<file path="src/rtl/betal_pkg.sv">
// Shared types, widths and helpers for the battery time estimate block.
// No dependencies; imported by battery_eta_gate_and_lock.
package betal_pkg;

	// Fixed-point fraction bits of the hour estimates.
	localparam int FRAC_BITS = 10;

	// Field widths.
	localparam int TIME_W  = 32;
	localparam int PCT_W   = 7;
	localparam int MWH_W   = 20;
	localparam int RATE_W  = 19;
	localparam int HOURS_W = 15;
	localparam int LO_W    = 10;
	localparam int GATE_W  = 16;
	localparam int MINR_W  = 16;
	localparam int END_W   = TIME_W + 1;

	// Division datapath widths.
	localparam int SCALE_W = 8;                       // 100 + pct - taper stays below 256
	localparam int PROD_W  = MWH_W + SCALE_W;
	localparam int NUM_W   = PROD_W + FRAC_BITS;
	localparam int DEN_W   = RATE_W + 7;              // rate times 100
	localparam int CNT_W   = $clog2(NUM_W);

	localparam int PCT_SCALE = 100;

	// Stream and configuration port widths.
	localparam int IN_TDATA_W  = ((TIME_W + PCT_W + 2 * MWH_W + 2 * RATE_W + 7) / 8) * 8;
	localparam int IN_TUSER_W  = 2;
	localparam int OUT_TDATA_W = ((2 * HOURS_W + 7) / 8) * 8;
	localparam int OUT_TUSER_W = 4;
	localparam int CFG_IDX_W   = 3;
	localparam int CFG_DATA_W  = 16;

	// Input word bit offsets.
	localparam int OFS_NOW     = 0;
	localparam int OFS_PCT     = OFS_NOW + TIME_W;
	localparam int OFS_STORED  = OFS_PCT + PCT_W;
	localparam int OFS_CAP     = OFS_STORED + MWH_W;
	localparam int OFS_CHOSEN  = OFS_CAP + MWH_W;
	localparam int OFS_GAUGE   = OFS_CHOSEN + RATE_W;
	localparam int IN_USED_W   = OFS_GAUGE + RATE_W;

	// Power mode of one sample.
	typedef enum logic [1:0] {
		MODE_DIS = 2'd0,
		MODE_CHG = 2'd1,
		MODE_NEU = 2'd2
	} mode_t;

	// Configuration register indexes.
	typedef enum logic [CFG_IDX_W-1:0] {
		CFG_GATE_MS   = 3'd0,
		CFG_MIN_RATE  = 3'd1,
		CFG_TAPER     = 3'd2,
		CFG_FULL_PCT  = 3'd3,
		CFG_MIN_HOURS = 3'd4,
		CFG_MAX_FULL  = 3'd5,
		CFG_MAX_LEFT  = 3'd6
	} cfg_idx_t;

	// Magnitude of a two's complement rate; the most negative code maps to 2^(RATE_W-1).
	function automatic logic [RATE_W-1:0] abs_rate(input logic [RATE_W-1:0] v);
		abs_rate = v[RATE_W-1] ? (~v + 1'b1) : v;
	endfunction

endpackage

</file>
<file path="src/rtl/battery_eta_gate_and_lock.sv">
// Battery time-to-full and time-remaining estimator with mode gate and percent lock.
// Depends on betal_pkg for widths, the mode and register index types and abs_rate.
//
// Channel   Dir  Handshake                     Payload
// s_axis    in   s_axis_tvalid/s_axis_tready   tdata: sample fields, tuser: charging, on_ac
// m_axis    out  m_axis_tvalid/m_axis_tready   tdata: estimates, tuser: wait bits, mode
// cfg       in   cfg_valid/cfg_ready           cfg_index, cfg_data
//
// A word that needs a quotient passes through capture, setup, 38 steps of the
// shared restoring divider (one quotient bit per cycle), clamp and finish; a word
// with no estimate goes from setup straight to clamp. The divider width sets the step count.
// Reset clears the configuration to its defaults and the gate and lock state.
// A result waits in the output register; the block takes the next word once the result
// has been passed to that register, and a stalled output holds the finish step.
module battery_eta_gate_and_lock (
	input  logic                                  clk,
	input  logic                                  arst_n,
	// tdata from bit 0: now_ms[31:0], charge_pct[38:32], stored_mwh[58:39],
	// capacity_mwh[78:59], chosen_rate_mw[97:79], gauge_rate_mw[116:98], zero fill
	input  logic                                  s_axis_tvalid,
	output logic                                  s_axis_tready,
	input  logic [betal_pkg::IN_TDATA_W-1:0]      s_axis_tdata,
	// tuser from bit 0: charging, on_ac
	input  logic [betal_pkg::IN_TUSER_W-1:0]      s_axis_tuser,
	// tdata from bit 0: to_full_q10[14:0], left_q10[29:15], zero fill
	output logic                                  m_axis_tvalid,
	input  logic                                  m_axis_tready,
	output logic [betal_pkg::OUT_TDATA_W-1:0]     m_axis_tdata,
	// tuser from bit 0: to_full_wait, left_wait, mode_now[3:2]
	output logic [betal_pkg::OUT_TUSER_W-1:0]     m_axis_tuser,
	input  logic                                  cfg_valid,
	output logic                                  cfg_ready,
	input  logic [betal_pkg::CFG_IDX_W-1:0]       cfg_index,
	input  logic [betal_pkg::CFG_DATA_W-1:0]      cfg_data
);
	import betal_pkg::*;

	typedef enum logic [2:0] {
		ST_IDLE,
		ST_SETUP,
		ST_DIV,
		ST_CLAMP,
		ST_FINISH
	} state_t;

	state_t state_q;

	// Configuration registers.
	logic [GATE_W-1:0]  gate_ms_q;
	logic [MINR_W-1:0]  min_rate_q;
	logic [PCT_W-1:0]   taper_q;
	logic [PCT_W-1:0]   full_pct_q;
	logic [LO_W-1:0]    min_hours_q;
	logic [HOURS_W-1:0] max_full_q;
	logic [HOURS_W-1:0] max_left_q;

	// Gate and lock state.
	logic               last_valid_q;
	logic [PCT_W-1:0]   last_seen_q;
	mode_t              stable_q;
	logic [HOURS_W-1:0] lock_full_q;
	logic [HOURS_W-1:0] lock_left_q;
	logic               gate_on_q;
	logic [END_W-1:0]   gate_end_q;

	// Captured sample.
	logic [TIME_W-1:0]        now_q;
	logic                     chg_q;
	logic                     ac_q;
	logic [PCT_W-1:0]         pct_q;
	logic [MWH_W-1:0]         stored_q;
	logic [MWH_W-1:0]         cap_q;
	logic signed [RATE_W-1:0] chosen_q;
	logic signed [RATE_W-1:0] gauge_q;

	// Divider and estimate registers.
	logic [NUM_W-1:0]   num_q;
	logic [DEN_W-1:0]   den_q;
	logic [DEN_W-1:0]   rem_q;
	logic [HOURS_W-1:0] hi_q;
	logic               num_zero_q;
	logic               den_zero_q;
	logic               computed_q;
	logic [CNT_W-1:0]   cnt_q;
	logic [HOURS_W-1:0] est_q;

	// Output register.
	logic               m_valid_q;
	logic [HOURS_W-1:0] out_full_q;
	logic [HOURS_W-1:0] out_left_q;
	logic               out_fw_q;
	logic               out_lw_q;
	mode_t              out_mode_q;

	logic in_accept;
	logic out_free;

	assign in_accept     = s_axis_tvalid && s_axis_tready;
	assign s_axis_tready = (state_q == ST_IDLE);
	assign out_free      = !m_valid_q || m_axis_tready;
	assign cfg_ready     = 1'b1;

	assign m_axis_tvalid = m_valid_q;
	assign m_axis_tdata  = {{(OUT_TDATA_W - 2 * HOURS_W){1'b0}}, out_left_q, out_full_q};
	assign m_axis_tuser  = {out_mode_q, out_lw_q, out_fw_q};

	// Setup: pick the rate, decide whether an estimate is made, form numerator and divisor.
	logic [RATE_W-1:0]  su_sel;
	logic [RATE_W-1:0]  su_rate;
	logic               su_en;
	logic [MWH_W-1:0]   su_missing;
	logic [SCALE_W-1:0] su_scale;
	logic [PROD_W-1:0]  su_prod;
	logic [NUM_W-1:0]   su_num;
	logic [DEN_W-1:0]   su_den;

	always_comb begin
		su_sel  = abs_rate(chosen_q);
		su_rate = (su_sel > RATE_W'(1)) ? su_sel : abs_rate(gauge_q);
		su_en   = ({{(RATE_W - MINR_W){1'b0}}, min_rate_q} <= su_rate) &&
			(chg_q || (stored_q != '0));
		su_missing = (cap_q > stored_q) ? (cap_q - stored_q) : '0;
		if (pct_q > taper_q) begin
			su_scale = SCALE_W'(PCT_SCALE) + SCALE_W'(pct_q) - SCALE_W'(taper_q);
		end else begin
			su_scale = SCALE_W'(PCT_SCALE);
		end
		su_prod = PROD_W'(su_missing) * PROD_W'(su_scale);
		if (chg_q) begin
			su_num = {su_prod, {FRAC_BITS{1'b0}}};
			su_den = DEN_W'(su_rate) * DEN_W'(PCT_SCALE);
		end else begin
			su_num = NUM_W'({stored_q, {FRAC_BITS{1'b0}}});
			su_den = DEN_W'(su_rate);
		end
	end

	// One restoring division step: bring down the next numerator bit and try the divisor.
	logic [DEN_W:0] dv_trial;
	logic [DEN_W:0] dv_diff;
	logic           dv_fit;

	always_comb begin
		dv_trial = {rem_q, num_q[NUM_W-1]};
		dv_diff  = dv_trial - {1'b0, den_q};
		dv_fit   = (dv_trial >= {1'b0, den_q});
	end

	// Clamp: special cases, then raise to the minimum and lower to the ceiling.
	logic [NUM_W-1:0]   cl_quot;
	logic [NUM_W-1:0]   cl_raised;
	logic [HOURS_W-1:0] cl_est;

	always_comb begin
		if (num_zero_q) begin
			cl_quot = '0;
		end else if (den_zero_q) begin
			cl_quot = NUM_W'(hi_q);
		end else begin
			cl_quot = num_q;
		end
		cl_raised = (cl_quot < NUM_W'(min_hours_q)) ? NUM_W'(min_hours_q) : cl_quot;
		cl_est    = (cl_raised > NUM_W'(hi_q)) ? hi_q : cl_raised[HOURS_W-1:0];
	end

	// Finish: mode decision, gate and lock update, result fields.
	mode_t              fn_mode;
	logic               fn_is_full;
	logic [HOURS_W-1:0] fn_full;
	logic [HOURS_W-1:0] fn_left;
	logic               fn_fw;
	logic               fn_lw;
	logic               fn_gate_on;
	logic [END_W-1:0]   fn_gate_end;
	logic               fn_valid;
	logic [PCT_W-1:0]   fn_seen;
	mode_t              fn_stable;
	logic [HOURS_W-1:0] fn_lock_full;
	logic [HOURS_W-1:0] fn_lock_left;
	logic               fn_hold;
	logic               fn_new_pct;

	always_comb begin
		fn_is_full = ac_q && (pct_q >= full_pct_q);
		if (chg_q && !fn_is_full) begin
			fn_mode = MODE_CHG;
		end else if (!ac_q && !chg_q) begin
			fn_mode = MODE_DIS;
		end else begin
			fn_mode = MODE_NEU;
		end
		fn_full      = (computed_q && chg_q) ? est_q : '0;
		fn_left      = (computed_q && !chg_q) ? est_q : '0;
		fn_fw        = 1'b0;
		fn_lw        = 1'b0;
		fn_gate_on   = gate_on_q;
		fn_gate_end  = gate_end_q;
		fn_valid     = last_valid_q;
		fn_seen      = last_seen_q;
		fn_stable    = stable_q;
		fn_lock_full = lock_full_q;
		fn_lock_left = lock_left_q;
		fn_hold      = 1'b0;
		fn_new_pct   = !last_valid_q || (pct_q != last_seen_q);

		if (!gate_on_q && fn_mode != MODE_NEU && fn_mode != stable_q) begin
			// Entering a new active mode starts the gate.
			fn_gate_on  = 1'b1;
			fn_gate_end = END_W'(now_q) + END_W'(gate_ms_q);
			fn_valid    = 1'b0;
			fn_stable   = fn_mode;
			if (fn_mode == MODE_CHG) begin
				fn_full = '0;
				fn_fw   = 1'b1;
			end else begin
				fn_left = '0;
				fn_lw   = 1'b1;
			end
		end else begin
			if (fn_mode == MODE_NEU) begin
				fn_gate_on  = 1'b0;
				fn_gate_end = '0;
				fn_stable   = MODE_NEU;
			end
			// A running gate reports calculating until its end time.
			if (fn_gate_on) begin
				if ({1'b0, now_q} < gate_end_q) begin
					fn_hold = 1'b1;
					if (fn_mode == MODE_CHG) begin
						fn_full = '0;
						fn_fw   = 1'b1;
					end
					if (fn_mode == MODE_DIS) begin
						fn_left = '0;
						fn_lw   = 1'b1;
					end
				end else begin
					fn_gate_on  = 1'b0;
					fn_gate_end = '0;
				end
			end
			// Locked values refresh only when the percent changes.
			if (!fn_hold) begin
				if (fn_mode == MODE_CHG) begin
					if (fn_new_pct) begin
						if (computed_q && fn_full != '0) begin
							fn_lock_full = fn_full;
						end
						fn_seen  = pct_q;
						fn_valid = 1'b1;
					end
					fn_full = fn_lock_full;
				end else if (fn_mode == MODE_DIS) begin
					if (fn_new_pct) begin
						if (computed_q && fn_left != '0) begin
							fn_lock_left = fn_left;
						end
						fn_seen  = pct_q;
						fn_valid = 1'b1;
					end
					fn_left = fn_lock_left;
				end else begin
					fn_seen  = pct_q;
					fn_valid = 1'b1;
				end
			end
		end
	end

	// Sequencer, configuration, gate and lock state, and the output register.
	always_ff @(posedge clk or negedge arst_n) begin
		if (!arst_n) begin
			state_q      <= ST_IDLE;
			gate_ms_q    <= GATE_W'(5000);
			min_rate_q   <= MINR_W'(100);
			taper_q      <= PCT_W'(80);
			full_pct_q   <= PCT_W'(99);
			min_hours_q  <= LO_W'(51);
			max_full_q   <= HOURS_W'(10240);
			max_left_q   <= HOURS_W'(24576);
			last_valid_q <= 1'b0;
			last_seen_q  <= '0;
			stable_q     <= MODE_NEU;
			lock_full_q  <= '0;
			lock_left_q  <= '0;
			gate_on_q    <= 1'b0;
			gate_end_q   <= '0;
			m_valid_q    <= 1'b0;
			out_full_q   <= '0;
			out_left_q   <= '0;
			out_fw_q     <= 1'b0;
			out_lw_q     <= 1'b0;
			out_mode_q   <= MODE_NEU;
		end else begin
			// Configuration writes.
			if (cfg_valid) begin
				unique case (cfg_index)
					CFG_GATE_MS:   gate_ms_q   <= cfg_data[GATE_W-1:0];
					CFG_MIN_RATE:  min_rate_q  <= cfg_data[MINR_W-1:0];
					CFG_TAPER:     taper_q     <= cfg_data[PCT_W-1:0];
					CFG_FULL_PCT:  full_pct_q  <= cfg_data[PCT_W-1:0];
					CFG_MIN_HOURS: min_hours_q <= cfg_data[LO_W-1:0];
					CFG_MAX_FULL:  max_full_q  <= cfg_data[HOURS_W-1:0];
					CFG_MAX_LEFT:  max_left_q  <= cfg_data[HOURS_W-1:0];
					default: ;
				endcase
			end

			// The output register refills from the finish step, else empties on a handshake.
			if (state_q == ST_FINISH && out_free) begin
				m_valid_q <= 1'b1;
			end else if (m_axis_tready) begin
				m_valid_q <= 1'b0;
			end

			unique case (state_q)
				ST_IDLE: begin
					if (in_accept) begin
						state_q <= ST_SETUP;
					end
				end
				ST_SETUP: begin
					if (su_en && su_num != '0 && su_den != '0) begin
						state_q <= ST_DIV;
					end else begin
						state_q <= ST_CLAMP;
					end
				end
				ST_DIV: begin
					if (cnt_q == '0) begin
						state_q <= ST_CLAMP;
					end
				end
				ST_CLAMP: begin
					state_q <= ST_FINISH;
				end
				ST_FINISH: begin
					if (out_free) begin
						state_q      <= ST_IDLE;
						last_valid_q <= fn_valid;
						last_seen_q  <= fn_seen;
						stable_q     <= fn_stable;
						lock_full_q  <= fn_lock_full;
						lock_left_q  <= fn_lock_left;
						gate_on_q    <= fn_gate_on;
						gate_end_q   <= fn_gate_end;
						out_full_q   <= fn_full;
						out_left_q   <= fn_left;
						out_fw_q     <= fn_fw;
						out_lw_q     <= fn_lw;
						out_mode_q   <= fn_mode;
					end
				end
				default: state_q <= ST_IDLE;
			endcase
		end
	end

	// Sample capture and the shared divider datapath.
	always_ff @(posedge clk) begin
		if (in_accept) begin
			now_q    <= s_axis_tdata[OFS_NOW +: TIME_W];
			pct_q    <= s_axis_tdata[OFS_PCT +: PCT_W];
			stored_q <= s_axis_tdata[OFS_STORED +: MWH_W];
			cap_q    <= s_axis_tdata[OFS_CAP +: MWH_W];
			chosen_q <= s_axis_tdata[OFS_CHOSEN +: RATE_W];
			gauge_q  <= s_axis_tdata[OFS_GAUGE +: RATE_W];
			chg_q    <= s_axis_tuser[0];
			ac_q     <= s_axis_tuser[1];
		end
		if (state_q == ST_SETUP) begin
			num_q      <= su_num;
			den_q      <= su_den;
			rem_q      <= '0;
			hi_q       <= chg_q ? max_full_q : max_left_q;
			num_zero_q <= (su_num == '0);
			den_zero_q <= (su_den == '0);
			computed_q <= su_en;
			cnt_q      <= CNT_W'(NUM_W - 1);
		end
		// The numerator register turns into the quotient as the bits shift through.
		if (state_q == ST_DIV) begin
			rem_q <= dv_fit ? dv_diff[DEN_W-1:0] : dv_trial[DEN_W-1:0];
			num_q <= {num_q[NUM_W-2:0], dv_fit};
			cnt_q <= cnt_q - 1'b1;
		end
		if (state_q == ST_CLAMP) begin
			est_q <= cl_est;
		end
	end

`ifndef ASSERT_OFF
	// A result appears only out of the finish step.
	a_valid_from_finish: assert property (@(posedge clk) disable iff (!arst_n)
		$rose(m_axis_tvalid) |-> $past(state_q == ST_FINISH))
		else $error("result raised outside the finish step");

	// The gate end time is cleared whenever the gate is off.
	a_gate_end_clear: assert property (@(posedge clk) disable iff (!arst_n)
		!gate_on_q |-> (gate_end_q == '0))
		else $error("gate end time left set with the gate off");

	// A running gate always belongs to an active mode.
	a_gate_mode: assert property (@(posedge clk) disable iff (!arst_n)
		gate_on_q |-> (stable_q != MODE_NEU))
		else $error("gate running in neutral mode");

	// After a word is taken the block stays busy while it works.
	a_busy_after_accept: assert property (@(posedge clk) disable iff (!arst_n)
		(s_axis_tvalid && s_axis_tready) |=> !s_axis_tready)
		else $error("input taken again before the word was finished");
`endif

endmodule

</file>
<file path="config.mk">
export PLATFORM = sky130hd
export DESIGN_NAME = battery_eta_gate_and_lock
export DESIGN_NICKNAME = d
export VERILOG_FILES = /design/src/rtl/betal_pkg.sv /design/src/rtl/battery_eta_gate_and_lock.sv
export SDC_FILE = /design/constraint.sdc
export NUM_CORES = 1
export LEC_CHECK = 0
export BUFFER_PORTS_ARGS = -buffer_cell sky130_fd_sc_hd__buf_4
export CORE_MARGIN = 2
export CORE_UTILIZATION = 56
export CTS_CLUSTER_DIAMETER = 200
export DETAILED_ROUTE_END_ITERATION = 12
export GPL_TIMING_DRIVEN = 1
export PLACE_DENSITY = 0.8
export SLEW_MARGIN = 20
export SYNTH_ARGS = -nofsm -noshare
export SYNTH_HDL_FRONTEND = slang
export SYNTH_SLANG_ARGS = --single-unit
</file>
<file path="constraint.sdc">
create_clock -name clk -period 15.4 [get_ports clk]
set_clock_uncertainty 0.1 [all_clocks]
set_input_delay 1.54 -clock clk [delete_from_list [all_inputs] [get_ports clk]]
set_output_delay 1.54 -clock clk [all_outputs]
set_load 0.02 [all_outputs]
</file>
## Yosys cells after proc, flatten, opt, wreduce, memory -nomap -nowiden

Cells that the tools add are included.

| word-level totals | value |
|---|---|
| flip-flop bits (word level) | 446 |
| output and inout bits | 39 |

| cells by class | value |
|---|---|
| add/subtract/negate cells | 8 |
| multiply operators | 2 |
| order comparisons | 9 |
| eq/ne operators | 19 |
| muxes and demuxes | 79 |
| bitwise logic cells | 5 |
| reduce and logical (&&, ||, !) cells | 51 |

Operators with widths:

| kind | number |
|---|---|
| two-way mux 15 bit | 24 |
| two-way mux 38 bit | 6 |
| two-way mux 33 bit | 4 |
| two-way mux 26 bit | 4 |
| two-way mux 19 bit | 3 |
| adder 19 x 1 -> 19 bit (second input constant) | 2 |
| greater-than comparator 38 x 15 -> 1 bit | 1 |
| logical NOT 38 bit | 1 |
| less-than comparator 38 x 10 -> 1 bit | 1 |
| inverter 19 bit | 2 |
| nonzero test 38 bit | 1 |
| adder 32 x 16 -> 33 bit | 1 |
| less-than comparator 32 x 33 -> 1 bit | 1 |
| nonzero test 15 bit | 2 |
| multiplier 20 x 8 -> 28 bit | 1 |
| >= comparator 27 x 26 -> 1 bit | 1 |
| logical NOT 26 bit | 1 |
| nonzero test 26 bit | 1 |
| subtractor 26 bit | 1 |
| multiplier 19 x 5 -> 24 bit (second input constant) | 1 |
| two-way mux 1 bit | 23 |
| two-way mux 7 bit | 3 |
| greater-than comparator 20 bit | 1 |
| two-way mux 20 bit | 1 |
| 36 further kinds | 86 |

## Longest topological paths before layout

Gate-level depths: netlist of the first run.

| logic depth | value |
|---|---|
| depth after elaboration | 19 |
| gate-level depth with buffers | 34 |
| mapped depth without buffers | 33 |

## Worst setup path before layout of the first run

Ideal clock, no wire load.

| path | value |
|---|---|
| path kind | reg-to-reg |
| start | register cap_q[0] |
| end | register state_q[0] |
| library setup time | 84 ps |
| arrival time | 8163 ps |
| setup slack | 7053 ps |
| cell stages (with the launch flop) | 32 |
| path through | edfxtp_1 -> inv_1 -> ha_1 -> inv_1 -> fa_1 -> a211oi_1 -> o211ai_1 -> nand2_1 -> o211ai_1 -> a21oi_1 -> nor2_1 -> clkbuf_1 -> nand2_1 -> nor2_1 -> fa_1 -> inv_1 -> fa_1 -> fa_1 -> fa_1 -> inv_1 -> ha_1 -> a21o_1 -> or3_1 -> o211a_1 -> a211oi_1 -> or4b_2 -> nor4_1 -> nand4_1 -> a2111oi_0 -> nand4_1 -> a2111o_1 -> a41oi_2 |

| between the ends | value |
|---|---|
| cells in the longest elaborated chain, start to end | 9 |
| elaborated cells between the ends (all ways) | 10 |
| those cells by class | 1 x add/sub; 1 x mul; 1 x order compare; 4 x mux; 3 x reduce/logical |

RTL lines:

| item | line | source |
|---|---|---|
| from (decl) | battery_eta_gate_and_lock.sv:72 | `logic [MWH_W-1:0] cap_q;` |
| from (signal assigned) | battery_eta_gate_and_lock.sv:365 | `cap_q <= s_axis_tdata[OFS_CAP +: MWH_W];` |
| subtractor 20 bit / greater-than comparator 20 bit (equally long branches) | battery_eta_gate_and_lock.sv:122 | `su_missing = (cap_q > stored_q) ? (cap_q - stored_q) : '0;` |
| two-way mux 20 bit * | battery_eta_gate_and_lock.sv:122 |  |
| multiplier 20 x 8 -> 28 bit * | battery_eta_gate_and_lock.sv:128 | `su_prod = PROD_W'(su_missing) * PROD_W'(su_scale);` |
| two-way mux 38 bit * | battery_eta_gate_and_lock.sv:129 | `if (chg_q) begin` |
| nonzero test 38 bit * | battery_eta_gate_and_lock.sv:323 | `if (su_en && su_num != '0 && su_den != '0) begin` |
| logical AND 1 bit * (2 in a row) | battery_eta_gate_and_lock.sv:323 |  |
| two-way mux 1 bit * | battery_eta_gate_and_lock.sv:323 |  |
| case mux 3 bit (5 select lines) * | battery_eta_gate_and_lock.sv:316 | `unique case (state_q)` |
| to (signal assigned) | battery_eta_gate_and_lock.sv:319 | `state_q <= ST_SETUP;` |
| to (signal assigned) | battery_eta_gate_and_lock.sv:324 | `state_q <= ST_DIV;` |
| to (signal assigned) | battery_eta_gate_and_lock.sv:326 | `state_q <= ST_CLAMP;` |
| to (decl) | battery_eta_gate_and_lock.sv:46 | `state_t state_q;` |

Mark *: on every way between the ends. The rest lies on a longest branch, timed or not.
A chain may end at the register's enable or synchronous reset.

## Worst setup path in the final report of the first run

| path | value |
|---|---|
| start | register stored_q[0] |
| end | register state_q[0] |

| between the ends | value |
|---|---|
| cells in the longest elaborated chain, start to end | 9 |
| elaborated cells between the ends (all ways) | 13 |
| those cells by class | 1 x add/sub; 1 x mul; 1 x order compare; 4 x mux; 6 x reduce/logical |

RTL lines:

| item | line | source |
|---|---|---|
| from (decl) | battery_eta_gate_and_lock.sv:71 | `logic [MWH_W-1:0] stored_q;` |
| from (signal assigned) | battery_eta_gate_and_lock.sv:364 | `stored_q <= s_axis_tdata[OFS_STORED +: MWH_W];` |
| subtractor 20 bit / greater-than comparator 20 bit (equally long branches) | battery_eta_gate_and_lock.sv:122 |  |
| two-way mux 20 bit | battery_eta_gate_and_lock.sv:122 |  |
| multiplier 20 x 8 -> 28 bit | battery_eta_gate_and_lock.sv:128 |  |
| two-way mux 38 bit | battery_eta_gate_and_lock.sv:129 |  |
| nonzero test 38 bit | battery_eta_gate_and_lock.sv:323 |  |
| logical AND 1 bit * (2 in a row) | battery_eta_gate_and_lock.sv:323 |  |
| two-way mux 1 bit * | battery_eta_gate_and_lock.sv:323 |  |
| case mux 3 bit (5 select lines) * | battery_eta_gate_and_lock.sv:316 |  |

Marks and branches as above.

==> flow_summary.json, run 1 <==
{
  "cts.path.max_buffers": 3,
  "ios": 185,
  "synth.distinct_cells": 80,
  "yosys_warnings": 0,
  "cts_tree": "done",
  "cpPeakStageDelay_ns": 0.95,
  "timing.final.crit_share_pct": 62.7,
  "place.gp.congestion": 0.907,
  "synth_cells": 3050,
  "ys_seq_area_share_pct": 39.6,
  "dieArea_mm2": 0.0579,
  "fp.dieW_um": 241,
  "ant_nets": 0,
  "synth_top_area_cell": "edfxtp_1",
  "drive_above_1_share_pct": 14.9,
  "syn_avg_cell_area_um2": 10.3,
  "crit_path_frequent_cell": "fa_1",
  "grt_pass1_vias": 24300,
  "gr-total-overflow": 0,
  "hp-start": "out_mode_q[1]$_DFFE_PN1P_",
  "clk_latency_ns": 0.60,
  "setup_viol": 0,
  "root_buffer": "clkbuf_16",
  "dpl.cell_count": 3909,
  "viasPerCell": 5.90,
  "synth_common_cells": "inv_1, nand2_1, ha_1",
  "initial_core_util_pct": 56.8,
  "whs_ns": 0.365,
  "worstPathMaxFanout": 25,
  "track_usage_pct": 27.6,
  "slowest_stage": "a2111oi_0",
  "synth.most_common_cell": "inv_1",
  "worst_slew_pin_slew_ns": 1.12,
  "synth.ff_latch_count": 446,
  "die_y_um": 241,
  "core_area_mm2": 0.0552,
  "critPathArrivalTime_ns": 10.05,
  "synth_area_leaders": "edfxtp_1, dfrtp_1, ha_1, fa_1, mux2_2",
  "syn-cell-area_mm2": 0.0314,
  "layout-area-overhead-vs-synth_pct": 11.9,
  "clkTransAtPathRegs_ns": 0.06,
  "rr_startpoint": "stored_q[0]$_DFFE_PP_",
  "std_cell_rows": 86,
  "instances_no_fill": 3995,
  "worstPathRequired_ns": 15.80,
  "drtIter0Drc": 1858,
  "netlist.area_leader.share_pct": 23.7,
  "grt_pass1_wl_um": 127000,
  "io_buffer_count": 178,
  "clock.fmax_mhz": 104,
  "ctsResizeCount": 0,
  "tns_ns": 0,
  "critPathTopFamily": "compound AO/OA/AOI/OAI gates",
  "critPathCaptureType": "flop",
  "first_pass_iters": 8,
  "drt_wl_total_um": 78300,
  "cts_setup_buffers": 0,
  "vias": 23600,
  "critPathBufInv": 4,
  "wire_per_inst_um": 19.6,
  "antenna_found_initial": 0,
  "crit_start": "stored_q[0]$_DFFE_PP_",
  "cts_hold_buf": 0,
  "async_reset_ff_share_pct": 44.4,
  "synth_ff_type": "edfxtp_1",
  "finalMaxSlewViolations": 0,
  "drc_errors": 0,
  "grt_max_degree": 117,
  "critPathLaunchType": "flop",
  "cts.sinks": 446,
  "critPathKind": "flop to flop",
  "ctsHtreeMaxLevel": 2,
  "min_period_ns": 9.65,
  "max_cap_violations": 0,
  "hold_class": "flop to flop",
  "hold_violations": 0,
  "status": "completed",
  "diodes": 0,
  "cts_made_buffers": 46,
  "fin_nets": 3755,
  "rsz0062_at_grt": "no",
  "fillCellCount": 4253,
  "relSlewSlack_pct": 24.9,
  "synth_edf_count": 248,
  "hpwl_um": 59500
}
through the flow:
stage,setup slack [ns],instance area [µm²],utilization (%)
after floorplan,7.05,31400,-
after global placement,6.00,33600,60.8
after detailed placement,6.02,33600,60.8
after CTS,5.88,35100,63.6
after global routing,5.25,35100,63.6
final,5.75,35100,63.6
cells by family after synthesis:
| group | count (synthesis) | synth area share [%] |
|---|---|---|
| other | 2 | 0.0239 |
| muxes | 189 | 6.61 |
| xor gates and xnor gates | 144 | 4.02 |
| adders and majority gates | 400 | 19.0 |
| DFF | 446 | 39.6 |
| AOI/OAI and AO/OA | 559 | 12.0 |
| and+or+nand+nor | 875 | 13.4 |
| buffers and inverters | 435 | 5.29 |
sequential cells by signal, indices dropped and copies added (netlist names), 15 cells and up:
register,flops
chosen_q,19
out_left_q,15
den_q,26
now_q,32
max_left_q,15
cap_q,20
gate_ms_q,16
num_q,38
max_full_q,15
lock_full_q,15
stored_q,20
gauge_q,19
lock_left_q,15
est_q,15
min_rate_q,16
hi_q,15
rem_q,26
gate_end_q,33
out_full_q,15
area by class of cell:
cell class / count / area, µm² / area share [%]
Multi-Input combinational cell: 2170 / 17400 / 49.5
Sequential cell: 446 / 12400 / 35.4
Timing Repair Buffer: 207 / 1580 / 4.49
Inverter: 338 / 1270 / 3.61
Clock buffer: 57 / 1230 / 3.51
Tap cell: 748 / 936 / 2.66
Clock inverter: 29 / 292 / 0.830
layout by cell type (no fill, tap or decap), drive strengths merged, types with 20 or more instances in the layout:
cell type,instances
a21o,72
o21ai,142
nor4,28
dfrtp,174
buf,206
o31ai,48
nor2b,25
mux2i,43
nand4,31
a211oi,22
edfxtp,248
xnor2,80
inv,340
dfstp,24
fa,128
and2,65
clkinv,20
clkbuf,58
o21a,29
nor2,187
nand3,69
mux2,146
nand2b,32
ha,272
a21oi,99
nand2,300
nor3,62
xor2,64
a221o,31
worst reg2reg max path: cells and delay by family (launching register included):
| family | cells | cell delay (ns) |
|---|---|---|
| compound gates | 10 | 3.58 |
| xor+xnor | 1 | 0.20 |
| fa+ha+maj | 7 | 2.95 |
| buf+inv | 4 | 0.59 |
| flops | 1 | 0.50 |
| mux | 1 | 0.13 |
| simple gates | 7 | 1.50 |
final timing paths:
path	endpoint	cells after the start	slack, ns
max reg2reg	state_q[0]$_DFFE_PN0P_	30	5.75
min reg2reg	out_mode_q[1]$_DFFE_PN1P_	2	0.36
min in group asynchronous	gate_end_q[19]$_DFFE_PN0P_	1	0.92
min	out_mode_q[1]$_DFFE_PN1P_	2	0.36
max in group asynchronous	out_left_q[11]$_DFFE_PN0P_	2	12.89
max	state_q[0]$_DFFE_PN0P_	30	5.75
per-layer routing:
metal	vias up	global-route usage, %	part of all wire (%)
met5	-	0	0
met4	0	10.4	3.5
met3	158	3.48	5.5
met2	742	47.2	49
met1	11600	36.0	42
li1	11100	-	-
Power of run 1 is not shown: default switching activity piles up to over one toggle a cycle in this logic, so the estimate is an artifact.
==> run 2, diff against run 1 <==
- clock period: 15.4 -> 9.2 ns (I/O delays scaled with it)
==> flow_summary.json, run 2 (same netlist as run 1, synthesis figures left out) <==
{
  "worst_slew_pin_slew_ns": 1.07,
  "hold_violations": 0,
  "rsz0062_at_grt": "no",
  "layout_commonest_cell": "inv_1",
  "met3_usage_pct": 3.95,
  "ant_nets": 0,
  "hold_class": "input pin to asynchronous set/reset pin",
  "antenna_found_initial": 1,
  "clkTransAtPathRegs_ns": 0.06,
  "largest_reg_flops": 38,
  "drtIter0Drc": 1791,
  "std_cell_rows": 86,
  "io_buffer_count": 178,
  "critPathTopFamily": "compound AO/OA/AOI/OAI gates",
  "cts_tree": "done",
  "layout-area-overhead-vs-synth_pct": 13.6,
  "critPathCaptureType": "flop",
  "setup_ws_ns": 0.523,
  "fp.dieW_um": 241,
  "cpPeakStageDelay_ns": 0.57,
  "top_register": "num_q",
  "diodes": 0,
  "worstPathMaxFanout": 6,
  "hpwl_um": 59300,
  "multi_input_area_mm2": 0.0174,
  "core_area_mm2": 0.0552,
  "ctsHtreeMaxLevel": 2,
  "status": "completed",
  "max_cap_violations": 0,
  "cts.path.max_buffers": 3,
  "wire_per_inst_um": 19.5,
  "grt_pass1_wl_um": 127000,
  "die_y_um": 241,
  "tns_ns": 0,
  "regArea_mm2": 0.0124,
  "grt.busiest_layer": "met2",
  "initial_core_util_pct": 56.8,
  "final_cell_mix": "inv_1, nand2_1, ha_1, edfxtp_1, buf_4",
  "slowest_stage": "fa_1",
  "timing.final.crit_share_pct": 94.3,
  "use_met1_pct": 35.6,
  "clock.fmax_mhz": 115,
  "critPathArrivalTime_ns": 9.09,
  "dieArea_mm2": 0.0579,
  "critPathKind": "flop to flop",
  "fillCellCount": 4206,
  "cts_made_buffers": 48,
  "grt_pass1_vias": 24600,
  "place_ws_ns": 0.188,
  "track_usage_pct": 27.6,
  "setup_viol": 0,
  "vias": 23800,
  "place.gp.congestion": 0.976,
  "ios": 185,
  "grt_max_degree": 120,
  "root_buffer": "clkbuf_16",
  "clk_latency_ns": 0.62,
  "critPathLaunchType": "flop",
  "relSlewSlack_pct": 27.8,
  "viasPerCell": 5.91,
  "crit_path_frequent_cell": "fa_1",
  "worstPathRequired_ns": 9.61,
  "largestRegisters": "num_q: 38 flops, gate_end_q: 33 flops, now_q: 32 flops",
  "drt_wl_total_um": 78800,
  "first_pass_iters": 6,
  "cts.sinks": 446,
  "drive_above_1_share_pct": 16.3,
  "use_met2_pct": 46.9,
  "gr-total-overflow": 0,
  "drc_errors": 0,
  "fin_nets": 3793,
  "min_period_ns": 8.68,
  "finalMaxSlewViolations": 0,
  "critPathBufInv": 4
}
==> run 2: cell types whose count changed in the layout (fill, tap and decap cells not counted), moves of 4 or more <==
cell	before	now
clkbuf_16	47	53
clkinv_2	11	6
clkinv_1	7	3
buf_4	204	239
==> run 2: worst paths after layout <==
| kind | cells past startpoint | end | from | slack [ns] |
|---|---|---|---|---|
| worst max-delay path | 31 | state_q[0]$_DFFE_PN0P_ | stored_q[1]$_DFFE_PP_ | 0.52 |
| worst min-delay path | 1 | gate_end_q[21]$_DFFE_PN0P_ | arst_n | 0.08 |
| worst max register to register | 31 | state_q[0]$_DFFE_PN0P_ | stored_q[1]$_DFFE_PP_ | 0.52 |
| worst min register to register | 2 | out_mode_q[1]$_DFFE_PN1P_ | out_mode_q[1]$_DFFE_PN1P_ | 0.36 |
| max in group asynchronous | 4 | lock_left_q[7]$_DFFE_PN0P_ | arst_n | 7.40 |
| min in group clk | 2 | out_mode_q[1]$_DFFE_PN1P_ | out_mode_q[1]$_DFFE_PN1P_ | 0.36 |
==> run 2: repair_timing <==
item,4_1_cts,5_1_grt
gates resized for setup,0,9
hold buffers,0,0
setup endpoints to repair,0,2
setup buffers,0,2
==> run 2: final cells by class <==
cell class / instances / area share (%)
clock buffer: 66 / 3.97
clock inverter: 24 / 0.814
inverter: 338 / 3.56
multi-input combinational: 2170 / 48.9
sequential: 446 / 34.9
tap: 748 / 2.63
timing repair buffer: 243 / 5.28
==> run 2: per-layer routing <==
layer  wire [µm]  up-vias
met4        3240        0
met5           0        -
li1            -    11100
met2       38500      796
met1       32600    11700
met3        4490      193
==> run 2: worst register-to-register path: cells and delay by family (launching register included) <==
family | cells | cell delay [ns]
AOI/OAI and AO/OA | 13 | 3.31
adders and majority gates | 6 | 2.76
and+or+nand+nor | 7 | 1.28
DFF | 1 | 0.46
buffers and inverters | 4 | 0.46
muxes | 1 | 0.22
==> run 2: per-stage QoR <==
| step | hold slack (ns) | std cells | area (µm²) | util, % |
|---|---|---|---|---|
| final | 0.0820 | 4035 | 35700 | 64.6 |
| after global routing | 0.0703 | 4035 | 35700 | 64.6 |
| after CTS | 0.334 | 4030 | 35500 | 64.3 |
| after detailed placement | 0.354 | 3940 | 33800 | 61.2 |
| after global placement | 0.356 | 3940 | 33800 | 61.2 |
| after floorplan | 0.345 | 3051 | 31400 | - |
Power of run 2 is left out for the same reason.
